$ cat config.mk
export PLATFORM = sky130hd
export DESIGN_NAME = sbus_frame_receiver_core
export DESIGN_NICKNAME = d
export VERILOG_FILES = /design/src/sbfr_pkg.sv /design/src/sbfr_capture.sv /design/src/sbfr_emit.sv /design/src/sbus_frame_receiver_core.sv
export VERILOG_INCLUDE_DIRS = /design/src /design/src/src
export SDC_FILE = /design/constraint.sdc
export NUM_CORES = 1
export LEC_CHECK = 0
export ABC_AREA = 0
export BUFFER_PORTS_ARGS = -buffer_cell sky130_fd_sc_hd__buf_2
export CAP_MARGIN = 0
export CORE_MARGIN = 3
export CORE_UTILIZATION = 60
export CTS_CLUSTER_SIZE = 16
export DETAILED_ROUTE_END_ITERATION = 6
export GPL_TIMING_DRIVEN = 0
export MAX_ROUTING_LAYER = met4
export PLACE_DENSITY_LB_ADDON = 0.12
export SLEW_MARGIN = 40
export SYNTH_ARGS = -nofsm -noshare
export SYNTH_HDL_FRONTEND = slang
export SYNTH_SLANG_ARGS = --single-unit
$ cat constraint.sdc
create_clock -name clk -period 11.7 [get_ports clk]
set_input_delay 0 -clock clk [delete_from_list [all_inputs] [get_ports clk]]
set_output_delay 0 -clock clk [all_outputs]
set_load 0.03 [all_outputs]
$ cat src/assert_macros.svh
// ----------------------------------------------------------------------------
// assert_macros.svh
// Concurrent assertion helpers, compiled out for synthesis.
// ----------------------------------------------------------------------------
`ifndef ASSERT_MACROS_SVH
`define ASSERT_MACROS_SVH

`ifndef SYNTHESIS

// prop must hold at every rising clock edge outside reset
`define ASSERT_CLK(label, clk, rst_n, prop) \
  label: assert property (@(posedge clk) disable iff (!rst_n) (prop)) \
    else $error("assertion failed");

// cond must never be true outside reset
`define ASSERT_NEVER(label, clk, rst_n, cond) \
  label: assert property (@(posedge clk) disable iff (!rst_n) !(cond)) \
    else $error("forbidden condition seen");

`else

`define ASSERT_CLK(label, clk, rst_n, prop)
`define ASSERT_NEVER(label, clk, rst_n, cond)

`endif

`endif

$ cat src/sbfr_pkg.sv
// ----------------------------------------------------------------------------
// sbfr_pkg
// Shared types, constants and the switch classifier of the frame receiver.
// ----------------------------------------------------------------------------
package sbfr_pkg;

  localparam int FRAME_LEN = 23;
  localparam int DATA_LEN  = 22;
  localparam int NUM_CH    = 16;
  localparam int CH_W      = 11;
  localparam int CNT_W     = 5;
  localparam int CH_IDX_W  = 4;
  localparam int SW_W      = 2;
  localparam int DATA_BITS = DATA_LEN * 8;
  localparam int FLAGS_IDX = FRAME_LEN - 1;

  localparam logic [CNT_W-1:0]    LAST_BYTE_IDX = CNT_W'(FRAME_LEN - 1);
  localparam logic [CH_IDX_W-1:0] LAST_CH       = CH_IDX_W'(NUM_CH - 1);

  localparam logic [7:0] LINK_DOWN_MASK = 8'h0C;  // lost frame | failsafe

  localparam logic [CH_W-1:0] SW_MIN     = 11'd353;
  localparam logic [CH_W-1:0] SW_UP_MAX  = 11'd600;
  localparam logic [CH_W-1:0] SW_MID_MAX = 11'd1100;
  localparam logic [CH_W-1:0] SW_MAX     = 11'd1695;

  localparam logic [7:0] HEADER_RST = 8'h0F;
  localparam logic [7:0] FOOTER_RST = 8'h00;

  localparam logic CFG_HEADER = 1'b0;
  localparam logic CFG_FOOTER = 1'b1;

  typedef logic [SW_W-1:0] sw_pos_t;
  localparam sw_pos_t SW_UP      = 2'd0;
  localparam sw_pos_t SW_MIDDLE  = 2'd1;
  localparam sw_pos_t SW_DOWN    = 2'd2;
  localparam sw_pos_t SW_INVALID = 2'd3;

  typedef enum logic [2:0] {
    PH_HUNT  = 3'b001,
    PH_STORE = 3'b010,
    PH_CHECK = 3'b100
  } phase_t;

  typedef struct packed {
    logic                 load;
    logic                 link_ok;
    logic [DATA_BITS-1:0] data;
  } frame_t;

  function automatic sw_pos_t classify_switch(input logic [CH_W-1:0] v);
    sw_pos_t pos;
    if (v < SW_MIN || v > SW_MAX) begin
      pos = SW_INVALID;
    end else if (v <= SW_UP_MAX) begin
      pos = SW_UP;
    end else if (v <= SW_MID_MAX) begin
      pos = SW_MIDDLE;
    end else begin
      pos = SW_DOWN;
    end
    return pos;
  endfunction

endpackage

$ cat src/sbfr_capture.sv
// ----------------------------------------------------------------------------
// sbfr_capture
// Header hunt, frame byte store and footer check.
// ----------------------------------------------------------------------------
`include "assert_macros.svh"

module sbfr_capture (
  input  logic            clk,
  input  logic            rst_n,
  input  logic            byte_acc,
  input  logic [7:0]      rx_byte,
  input  logic [7:0]      header_byte,
  input  logic [7:0]      footer_byte,
  output logic            in_check,
  output sbfr_pkg::frame_t frame
);
  import sbfr_pkg::*;

  phase_t           phase_r, phase_nxt;
  logic [CNT_W-1:0] cnt_r, cnt_nxt;
  logic [7:0]       mem_r [FRAME_LEN];
  logic             wr_en;

  always_comb begin
    phase_nxt = phase_r;
    cnt_nxt   = cnt_r;
    wr_en     = 1'b0;
    if (byte_acc) begin
      case (phase_r)
        PH_STORE: begin
          wr_en = (cnt_r <= LAST_BYTE_IDX);
          if (cnt_r >= LAST_BYTE_IDX) begin
            phase_nxt = PH_CHECK;
            cnt_nxt   = '0;
          end else begin
            cnt_nxt = cnt_r + 1'b1;
          end
        end
        PH_CHECK: begin
          phase_nxt = PH_HUNT;
        end
        default: begin
          phase_nxt = (rx_byte == header_byte) ? PH_STORE : PH_HUNT;
          cnt_nxt   = '0;
        end
      endcase
    end
  end

  always_ff @(posedge clk) begin
    if (!rst_n) begin
      phase_r <= PH_HUNT;
      cnt_r   <= '0;
    end else begin
      phase_r <= phase_nxt;
      cnt_r   <= cnt_nxt;
    end
  end

  always_ff @(posedge clk) begin
    if (wr_en) begin
      mem_r[cnt_r] <= rx_byte;
    end
  end

  always_comb begin
    for (int i = 0; i < DATA_LEN; i++) begin
      frame.data[8*i +: 8] = mem_r[i];
    end
    frame.link_ok = ((mem_r[FLAGS_IDX] & LINK_DOWN_MASK) != LINK_DOWN_MASK);
    frame.load    = byte_acc && (phase_r == PH_CHECK) && (rx_byte == footer_byte);
  end

  assign in_check = (phase_r == PH_CHECK);

  `ASSERT_NEVER(a_cnt_range, clk, rst_n, cnt_r > LAST_BYTE_IDX)
  `ASSERT_CLK(a_store_to_check, clk, rst_n,
    (byte_acc && phase_r == PH_STORE && cnt_r == LAST_BYTE_IDX) |=> phase_r == PH_CHECK)

endmodule

$ cat src/sbfr_emit.sv
// ----------------------------------------------------------------------------
// sbfr_emit
// Frame snapshot, channel unpack and classify, output register.
// ----------------------------------------------------------------------------
`include "assert_macros.svh"

module sbfr_emit (
  input  logic                           clk,
  input  logic                           rst_n,
  input  sbfr_pkg::frame_t               frame,
  output logic                           busy,
  output logic                           out_valid,
  input  logic                           out_ready,
  output logic [sbfr_pkg::CH_IDX_W-1:0]  ch_index,
  output logic [sbfr_pkg::CH_W-1:0]      ch_value,
  output logic [sbfr_pkg::SW_W-1:0]      sw_pos,
  output logic                           link_ok,
  output logic                           ch_last
);
  import sbfr_pkg::*;

  logic [DATA_BITS-1:0] snap_r;
  logic                 link_r;
  logic                 busy_r;
  logic [CH_IDX_W-1:0]  ch_r;
  logic                 ov_r;
  logic [CH_IDX_W-1:0]  oidx_r;
  logic [CH_W-1:0]      oval_r;
  sw_pos_t              osw_r;
  logic                 olink_r;
  logic                 olast_r;

  logic                 out_free;
  logic                 emit;
  logic [CH_W-1:0]      cur_val;

  assign out_free = !ov_r || out_ready;
  assign emit     = busy_r && out_free;
  assign cur_val  = snap_r[CH_W*ch_r +: CH_W];

  always_ff @(posedge clk) begin
    if (!rst_n) begin
      busy_r <= 1'b0;
      ch_r   <= '0;
      ov_r   <= 1'b0;
    end else begin
      if (frame.load) begin
        busy_r <= 1'b1;
        ch_r   <= '0;
      end else if (emit) begin
        ch_r <= ch_r + 1'b1;
        if (ch_r == LAST_CH) begin
          busy_r <= 1'b0;
        end
      end
      if (emit) begin
        ov_r <= 1'b1;
      end else if (out_ready) begin
        ov_r <= 1'b0;
      end
    end
  end

  always_ff @(posedge clk) begin
    if (frame.load) begin
      snap_r <= frame.data;
      link_r <= frame.link_ok;
    end
    if (emit) begin
      oidx_r  <= ch_r;
      oval_r  <= cur_val;
      osw_r   <= classify_switch(cur_val);
      olink_r <= link_r;
      olast_r <= (ch_r == LAST_CH);
    end
  end

  assign busy      = busy_r;
  assign out_valid = ov_r;
  assign ch_index  = oidx_r;
  assign ch_value  = oval_r;
  assign sw_pos    = osw_r;
  assign link_ok   = olink_r;
  assign ch_last   = olast_r;

  `ASSERT_NEVER(a_load_while_busy, clk, rst_n, frame.load && busy_r)
  `ASSERT_CLK(a_load_starts_burst, clk, rst_n, frame.load |=> busy_r && ch_r == '0)
  `ASSERT_CLK(a_burst_ends_last, clk, rst_n, $fell(busy_r) |-> ov_r && olast_r)

endmodule

$ cat src/sbus_frame_receiver_core.sv
// ----------------------------------------------------------------------------
// sbus_frame_receiver_core
// 16-channel serial bus frame receiver: one byte in per transfer, sixteen
// classified channel results out per good frame.
// ----------------------------------------------------------------------------
// Accepts one received byte per cycle. After the header byte, 23 bytes are
// stored (22 channel bytes, one flags byte) and the next byte is checked
// against the footer. On a match the frame is snapshotted and its sixteen
// 11-bit channels leave one per cycle while out_tready allows, the sixteenth
// with out_tlast set; a wrong footer drops the frame silently. Input is stalled
// only when a footer byte arrives while the previous frame's sixteen results
// have not yet all been moved into the output register. Header and footer
// values must be written through cfg_* while idle; the block does not enforce it.
module sbus_frame_receiver_core (
  input  logic        clk,
  input  logic        rst_n,
  input  logic        cfg_we,
  input  logic        cfg_addr,
  input  logic [7:0]  cfg_wdata,
  input  logic        in_tvalid,
  output logic        in_tready,
  input  logic [7:0]  in_tdata,   // [7:0] rx_byte
  output logic        out_tvalid,
  input  logic        out_tready,
  output logic [23:0] out_tdata,  // [3:0] channel_index, [14:4] channel_value,
                                  // [16:15] switch_position, [17] link_ok, zero fill
  output logic        out_tlast   // frame_last
);
  import sbfr_pkg::*;

  logic [7:0]          header_r;
  logic [7:0]          footer_r;
  logic                byte_acc;
  logic                in_check;
  logic                emit_busy;
  frame_t              frame;
  logic [CH_IDX_W-1:0] ch_index;
  logic [CH_W-1:0]     ch_value;
  logic [SW_W-1:0]     sw_pos;
  logic                link_ok;

  always_ff @(posedge clk) begin
    if (!rst_n) begin
      header_r <= HEADER_RST;
      footer_r <= FOOTER_RST;
    end else if (cfg_we) begin
      case (cfg_addr)
        CFG_HEADER: header_r <= cfg_wdata;
        CFG_FOOTER: footer_r <= cfg_wdata;
        default: ;
      endcase
    end
  end

  assign in_tready = !(in_check && emit_busy);
  assign byte_acc  = in_tvalid && in_tready;

  sbfr_capture u_capture (
    .clk         (clk),
    .rst_n       (rst_n),
    .byte_acc    (byte_acc),
    .rx_byte     (in_tdata),
    .header_byte (header_r),
    .footer_byte (footer_r),
    .in_check    (in_check),
    .frame       (frame)
  );

  sbfr_emit u_emit (
    .clk       (clk),
    .rst_n     (rst_n),
    .frame     (frame),
    .busy      (emit_busy),
    .out_valid (out_tvalid),
    .out_ready (out_tready),
    .ch_index  (ch_index),
    .ch_value  (ch_value),
    .sw_pos    (sw_pos),
    .link_ok   (link_ok),
    .ch_last   (out_tlast)
  );

  assign out_tdata = {6'b0, link_ok, sw_pos, ch_value, ch_index};

endmodule

==> results of run 1 <==
## registers in the layout (all words and copies together) (netlist names), 2 cells and up
signal	count
u_emit.sw_pos	2
u_emit.snap_r	176
footer_r	8
u_emit.ch_value	11
u_emit.ch_r	4
header_r	8
u_capture.phase_r	3
u_capture.mem_r	178
u_emit.ch_index	4
u_capture.cnt_r	5
## worst max path at each step
stage	startpoint	slack [ns]	end	cells past startpoint
global placement	in_tdata[2]	5.21	u_emit.snap_r[139]	6
detailed placement	u_emit.ch_r[1]	8.76	u_emit.sw_pos[1]	9
floorplan	u_capture.phase_r[2]	6.54	u_emit.link_r	6
CTS	u_emit.ch_r[1]	8.71	u_emit.sw_pos[0]	9
finish	u_emit.ch_r[1]	8.71	u_emit.sw_pos[1]	9
global route	u_emit.ch_r[1]	8.55	u_emit.sw_pos[0]	9
## per-layer routing
metal | wire length, µm | global-route usage (%) | up-vias
met1 | 11600 | 31.8 | 3490
met5 | 0 | - | -
met2 | 14100 | 37.2 | 297
met3 | 2180 | 3.93 | 54
li1 | - | - | 3085
met4 | 748 | 7.02 | 0
## cells by family (layout without fill, tap and decap cells)
kind of cell | after synthesis | in the layout | synth area share [%]
flip-flops | 404 | 404 | 81.2
AND/OR/NAND/NOR | 150 | 150 | 4.73
multiplexers | 59 | 59 | 8.15
AO/OA/AOI/OAI | 49 | 49 | 2.40
buffers and inverters | 39 | 170 | 1.77
XOR/XNOR | 22 | 22 | 1.32
adder cells (fa/ha/maj) | 5 | 5 | 0.429
other | 1 | 6 | 0.0257
## stage by stage
| stage | util [%] | hold WS (ns) | cells |
|---|---|---|---|
| after global placement | 64.2 | 0.245 | 1095 |
| after CTS | 70.4 | 0.0754 | 1184 |
| final | 70.4 | 0.0751 | 1184 |
| after detailed placement | 64.7 | 0.246 | 1097 |
| after floorplan | - | 0.0989 | 734 |
| after global routing | 70.4 | 0.0837 | 1184 |
## layout by cell type (no fill, tap or decap), drive strengths merged, types with 4 or more instances in the layout
cell type,n
nand2,50
dfxtp,30
a22oi,5
conb,6
a211oi,4
mux4,43
nor2b,8
dlygate4sd3,22
nand4,7
o21ai,6
o211ai,4
nor2,40
a21boi,13
o22ai,5
nand3,25
buf,63
clkinv,15
inv,10
mux2i,14
clkbuf,59
ha,5
xnor2,19
nor3,4
nand2b,5
a21oi,5
edfxtp,374
## where the power goes
part | switching [W] | total, W | internal (W)
combinational | 0.0000317 | 0.0000479 | 0.0000162
clock | 0.000494 | 0.00113 | 0.000640
sequential | 0.00000247 | 0.00157 | 0.00157
## critical path, delay by kind of cell, from the launching register on
family	cells	cell delay [ns]
compound gates	2	0.47
flops	1	0.47
simple gates	3	0.30
mux	2	0.98
buf+inv	2	0.51
## area by class of cell
type                            count  share of cell area [%]
Timing Repair Buffer               66                    2.91
Sequential cell                   404                    70.9
Multi-Input combinational cell    291                    15.3
Inverter                            7                   0.202
Clock buffer                       46                    6.07
Tap cell                          319                    2.39
Buffer                             32                    1.39
Clock inverter                     19                   0.780
## timing repair
item / in CTS / in global routing
hold buffers: 22 / 0
hold endpoints to repair: 30 / 0
resized for setup: 0 / 0
==> flow_summary.ini, run 1 <==
[routing]
dr.pass1.iters = 6
vias_per_cell = 5.85
wl_per_cell_um = 24.2
detail-route-antenna-nets = 0
wl_mm = 28.7
drc = 0
dr_total_vias = 6926
drt_iter0_drc = 681

[global_route]
grt_antenna_before_repair = 0
grt_usage_pct = 23.3
grt_start_max_net_pins = 80
grt_pass1_vias = 7126
grt_pass1_wl_mm = 43.1
grt_overflow = 0

[power]
p_leak_nw = 5.32
irDropWorstVdd_mv = 0.135
fin_total_pwr_w = 0.00275
p_per_area_mw_per_mm2 = 165

[sta]
fin_skew_ns = 0.0144
worstMarginPinSlew_ns = 0.835
setup_violations = 0
relSlewSlack_pct = 43.8
setup_ws_ns = 8.71
fin_crit_sh_pct = 25.6
fmax_mhz = 334
tns_ns = 0
hold_viol = 0
grt_setup_unrepaired = false
fin_crit_ns = 2.99
drv_slew = 0

[cells_and_area]
multi_input_area_mm2 = 0.00256
n_fill_cell = 1486
diodes = 0
area_growth_pct = 14.5
register_area_mm2 = 0.0118
layout.nets = 868
stdcell_area_mm2 = 0.0167
drive_above_1_share_pct = 20.7

[synth]
synth_top_area_share_pct = 77.1
ys_seq_area_share_pct = 81.2
ys_ff_latch = 404
yosys.cell_count.top_type = edfxtp_1
synth_cells = 729
synth-edff-count = 374
netlist_top_cells_count = edfxtp_1 (374), nand2_1 (50), nor2_1 (40), dfxtp_1 (30), mux4_2 (28)
syn_area_per_cell_um2 = 20.0
yosysWarnings = 0
synth_area_mm2 = 0.0146
yosys-top-cells-area = edfxtp_1 (77%), mux4_2 (4.3%), dfxtp_1 (4.1%)
synth_cell_types = 47
async_flop_share_pct = 0
synth_flop_cell = edfxtp_1
synth_top_area_cell = edfxtp_1

[cts]
cts_setup_buffers = 0
insertion_delay_ns = 0.53
cts_sinks = 404
cts_buffer_depth = 3
cts_buffers = 39
htreeDepth = 2
ctsRootBufferMaster = clkbuf_16
clk_pin_slew_ns = 0.06
cts_tree = built

[placed_design]
place.gp.congestion = 0.882
dp_hpwl_mm = 17.2
pre_cts_ws_ns = 8.76
io_buffers = 42
place_area_mm2 = 0.0153

[hold_path]
min_path_type = input port to flop
hold_path_startpoint = in_tdata[5]
hold_path_end = u_capture.mem_r[16][5]
min_path_cells = 1

[die]
start_util_pct = 61.5
coreArea_mm2 = 0.0237
die_h_um = 162
io_pins = 49
dieArea_mm2 = 0.0262
dieWidth_um = 162
num_rows = 56

[worst_setup_path]
crit_type = flop to flop
end_kind = flop
r2r_cells = 9
reg2reg_to = u_emit.sw_pos[1]
path_cells = buf_6 > buf_4 > mux4_2 > mux2i_1 > a211oi_1 > o211ai_1 > nand3_1 > nand2_1 > nand2_1
arrival_ns = 3.26
cp-start-kind = flop
rr_startpoint = u_emit.ch_r[1]
cp_max_fo = 10
max_stage_delay_ns = 0.54
required_ns = 11.97
crit_path_frequent_cell = nand2_1
worst_path_max_delay_cell = mux4_2
reg2reg_slack_ns = 8.71

[job]
cap_violations = 0

[run_status]
status = finished, final reports clean
(Power assumes the default switching activity.)
==> run 2: changes to the inputs <==
ABC_AREA = 1   (was 0)
CORE_UTILIZATION = 55   (was 60)
clock period = 2.6 ns   (was 11.7 ns; I/O delays follow)
==> flow_summary.ini, run 2 <==
[cells_and_area]
final_common_cell = edfxtp_1
layout_common_cells = edfxtp_1 (374), nand2_1 (293), inv_1 (148)
layout.nets = 1390
area_growth_pct = 16.5
largest_register_ffs = 178
top_register = u_capture.mem_r
diodes = 0
n_fill_cell = 1968
drive_above_1_share_pct = 15.6
post-route-util_pct = 66.0
final_cells = 1766

[die]
start_util_pct = 56.6
dieWidth_um = 174
coreArea_mm2 = 0.0273
num_rows = 60
dieArea_mm2 = 0.0301
io_pins = 49
die_h_um = 174

[sta]
fmax_mhz = 409
worstMarginPinSlew_ns = 0.792
drv_slew = 0
hold_viol = 0
setup_violations = 0
fin_crit_ns = 2.45
relSlewSlack_pct = 47.2
fin_skew_ns = 0.0124
grt_setup_unrepaired = true
fin_crit_sh_pct = 94.1

[job]
cap_violations = 0

[global_route]
grt_antenna_before_repair = 0
grt_usage_pct = 24.4
grt_start_max_net_pins = 26
grt_pass1_vias = 8837
grt_pass1_wl_mm = 53.1
grt_overflow = 0

[power]
p_leak_nw = 6.95
irDropWorstVdd_mv = 0.545
p_per_area_mw_per_mm2 = 717
fin_total_pwr_w = 0.0129

[placed_design]
io_buffers = 42
dp_hpwl_mm = 22.2
place.gp.congestion = 0.867
dpl.cell_count = 1670

[cts]
clk_pin_slew_ns = 0.06
cts_buffers = 40
ctsRootBufferMaster = clkbuf_16
htreeDepth = 2
cts_tree = built
cts_buffer_depth = 3
insertion_delay_ns = 0.53
cts_sinks = 404

[worst_setup_path]
end_kind = flop
cp_max_fo = 8
arrival_ns = 2.61
cp-start-kind = flop
required_ns = 2.76
crit_type = flop to flop

[routing]
dr.pass1.iters = 5
dr_total_vias = 9299
wl_mm = 35.8
wl_per_cell_um = 20.3
drt_iter0_drc = 1043
drc = 0
detail-route-antenna-nets = 0
vias_per_cell = 5.27

[synth]
syn_area_per_cell_um2 = 12.6
netlist_top_cells_count = edfxtp_1 (374), nand2_1 (295), inv_1 (150), nor2_1 (132), nand3_1 (96)
synth_top_area_share_pct = 72.8
synth_flop_cell = edfxtp_1
yosysWarnings = 0
synth_top_area_cell = edfxtp_1
synth-edff-count = 374
yosys.cell_count.top_type = edfxtp_1
synth_cell_types = 29
ys_seq_area_share_pct = 76.6
async_flop_share_pct = 0
yosys-top-cells-area = edfxtp_1 (73%), nand2_1 (7.2%), dfxtp_1 (3.9%)
synth_area_mm2 = 0.0154
ys_ff_latch = 404
synth_cells = 1229

[run_status]
status = finished, final reports clean

[hold_path]
min_path_type = input port to flop
## run 2: report_power, final
part	switching, W	leakage (nW)	internal (W)
Combinational	0.000160	2.72	0.0000796
Sequential	0.0000138	3.61	0.00706
Clock	0.00239	0.620	0.00320
Total	0.00256	6.95	0.0103
## run 2: logic make-up (layout without fill, tap and decap cells)
| group | Yosys count | after routing | share of synthesized area [%] |
|---|---|---|---|
| buffers and inverters | 199 | 359 | 5.75 |
| adders and majority gates | 5 | 5 | 0.405 |
| and+or+nand+nor | 552 | 552 | 14.6 |
| other | 1 | 6 | 0.0243 |
| DFF | 404 | 404 | 76.6 |
| AOI/OAI and AO/OA | 55 | 55 | 1.80 |
| xor gates and xnor gates | 13 | 13 | 0.738 |
## run 2: layout make-up
| cell class | count | area, µm² | area share, % |
|---|---|---|---|
| multi-input cells | 631 | 2860 | 15.9 |
| inverters | 155 | 584 | 3.25 |
| flip-flops and latches | 404 | 11800 | 65.8 |
| well taps | 372 | 465 | 2.59 |
| clock buffers | 46 | 1040 | 5.80 |
| clock inverters | 27 | 239 | 1.33 |
| plain buffers | 44 | 318 | 1.77 |
| repair buffers | 87 | 641 | 3.56 |
## run 2: per-stage QoR
stage	instance area (µm²)	TNS, ns	hold WS [ns]	worst slack, ns
2_1_floorplan	15500	-750.53	0.0989	-4.24
6_report	18000	0	0.0733	0.152
3_3_place_gp	16200	-1249.57	0.235	-7.07
5_1_grt	18000	-1.74	0.0717	-0.0737
3_5_place_dp	16400	-41.51	0.238	-0.615
4_1_cts	17900	0	0.0455	0.00623
## run 2: critical path, stage by stage, from the launching register on
cell	delay (ns)
dfxtp_1	0.38
inv_1	0.13
nor3_1	0.28
nand2_1	0.15
nand2_1	0.09
nand3_1	0.09
inv_1	0.12
nand2_1	0.28
nor2_2	0.56
## run 2: worst paths after layout
path | slack (ns) | startpoint | end | depth (start not counted)
setup reg to reg | 0.15 | u_capture.cnt_r[2] | u_capture.mem_r[2][1] | 8
hold / removal | 0.07 | in_tdata[0] | u_capture.mem_r[11][0] | 1
hold reg to reg | 0.41 | u_capture.mem_r[8][4] | u_emit.snap_r[68] | 0
setup / recovery | 0.15 | u_capture.cnt_r[2] | u_capture.mem_r[2][1] | 8
## run 2: metal layers
| metal | up-vias | share of wire (%) | track usage [%] |
|---|---|---|---|
| li1 | 4363 | - | - |
| met1 | 4481 | 43 | 34.3 |
| met2 | 385 | 46 | 36.7 |
| met3 | 70 | 8.2 | 4.16 |
| met4 | 0 | 3.0 | 8.55 |
| met5 | - | 0 | - |
## run 2: repair_timing
| item | CTS | global route |
|---|---|---|
| pin swaps | 0 | 2 |
| setup endpoints to repair | 89 | 122 |
| resized for setup | 1 | 21 |
| hold buffers | 23 | 0 |
| hold endpoints to repair | 27 | 0 |
| setup buffers | 1 | 1 |
==> run 3: changes to the inputs <==
PLACE_DENSITY_LB_ADDON = 0.15   (was 0.12)
==> flow_summary.ini, run 3 (synthesis gave the netlist of run 2 again) <==
[run_status]
status = complete, but fails checks
violations = negative setup slack

[sta]
fmax_mhz = 380
grt_setup_unrepaired = true
worstMarginPinSlew_ns = 0.851
relSlewSlack_pct = 43.1
drv_slew = 0
fin_skew_ns = 0.0191
fin_crit_sh_pct = 101
hold_viol = 0
setup_violations = 16
setup_ws_ns = -0.0345
fin_crit_ns = 2.63
tns_ns = -0.415
hold_ws_ns = 0.0890

[cts]
cts_buffers = 40
ctsRootBufferMaster = clkbuf_16
cts_tree = built
insertion_delay_ns = 0.53
clk_pin_slew_ns = 0.07
cts_sinks = 404
cts_buffer_depth = 3
htreeDepth = 2

[worst_setup_path]
crit_type = flop to flop
end_kind = flop
required_ns = 2.75
arrival_ns = 2.78
cp_max_fo = 8
cp-start-kind = flop

[die]
num_rows = 60
dieWidth_um = 174
start_util_pct = 56.6
dieArea_mm2 = 0.0301
die_h_um = 174
coreArea_mm2 = 0.0273
io_pins = 49

[job]
cap_violations = 0

[power]
irDropWorstVdd_mv = 0.466
p_leak_nw = 6.95
p_per_area_mw_per_mm2 = 715

[routing]
drt_iter0_drc = 1042
dr_total_vias = 9391
drc = 0
dr.pass1.iters = 6
wl_mm = 36.4
vias_per_cell = 5.33
detail-route-antenna-nets = 0
wl_per_cell_um = 20.6

[placed_design]
pre_cts_ws_ns = -0.489
dp_hpwl_mm = 22.5
io_buffers = 42
place.gp.congestion = 0.883

[cells_and_area]
layout_common_cells = edfxtp_1 (374), nand2_1 (292), inv_1 (148)
area_growth_pct = 16.3
diodes = 0
final_common_cell = edfxtp_1
largest_register_ffs = 178
n_fill_cell = 1991
top_register = u_capture.mem_r
drive_above_1_share_pct = 14.9
layout.nets = 1392

[global_route]
grt_start_max_net_pins = 26
grt_usage_pct = 25.0
grt_overflow = 0
grt_antenna_before_repair = 0
grt_pass1_wl_mm = 54.1
grt_pass1_vias = 9169

[hold_path]
min_path_type = input port to flop
-- run 3: changes by cell type in the layout (fill, tap and decap cells not counted), sizes merged --
cell / change
buf: +1
clkbuf: +7
clkinv: -5
inv: -1
clkinvlp: -5
-- run 3: stage by stage --
| stage | area (µm²) | util, % | cells | power, W |
|---|---|---|---|---|
| floorplan | 15500 | - | 1234 | 0.00731 |
| global placement | 16200 | 59.3 | 1648 | 0.00742 |
| detailed placement | 16400 | 60.2 | 1672 | 0.00742 |
| CTS | 17900 | 65.7 | 1765 | 0.0129 |
| global route | 17900 | 65.9 | 1763 | 0.0132 |
| finish | 17900 | 65.9 | 1763 | 0.0128 |
-- run 3: path summary, 6_finish.rpt --
| kind | start | to | slack [ns] | depth (start not counted) |
|---|---|---|---|---|
| min reg2reg | u_capture.mem_r[14][1] | u_emit.snap_r[113] | 0.41 | 0 |
| min | in_tdata[0] | u_capture.mem_r[12][0] | 0.09 | 1 |
| max | u_capture.cnt_r[2] | u_capture.mem_r[12][6] | -0.03 | 8 |
| max reg2reg | u_capture.cnt_r[2] | u_capture.mem_r[12][6] | -0.03 | 8 |
-- run 3: area by class of cell --
| class | count | area (µm²) | share of cell area (%) |
|---|---|---|---|
| repair buffers | 89 | 659 | 3.67 |
| well taps | 372 | 465 | 2.59 |
| flip-flops and latches | 404 | 11800 | 65.9 |
| clock buffers | 52 | 1090 | 6.06 |
| clock inverters | 16 | 150 | 0.837 |
| plain buffers | 44 | 317 | 1.76 |
| inverters | 155 | 584 | 3.26 |
| multi-input cells | 631 | 2850 | 15.9 |
-- run 3: timing repair --
item | CTS | global route
pin swaps | 1 | 1
setup endpoints to repair | 18 | 104
endpoints found under the hold margin | 25 | 0
gates resized for setup | 3 | 19
buffers inserted | 2 | 1
hold buffers | 23 | 0
-- run 3: worst max-delay path: stages (launching register included) --
cell     delay [ns]
dfxtp_1        0.39
inv_1          0.12
nor3_1         0.30
nand2_1        0.15
nand2_1        0.09
nand3_1        0.09
inv_1          0.12
nand2_1        0.25
nor2_1         0.74
-- run 3: layer usage --
metal / track usage, % / wire [µm] / vias up
li1: - / - / 4363
met5: - / 0 / -
met3: 4.84 / 3300 / 92
met1: 33.6 / 15000 / 4496
met4: 9.97 / 1300 / 0
met2: 37.9 / 16800 / 440
-- run 3: power by group --
group          internal (W)  total, W  switching, W
Clock               0.00323   0.00552       0.00229
Sequential          0.00706   0.00707     0.0000139
Combinational     0.0000805  0.000246      0.000165
Total                0.0104    0.0128       0.00247
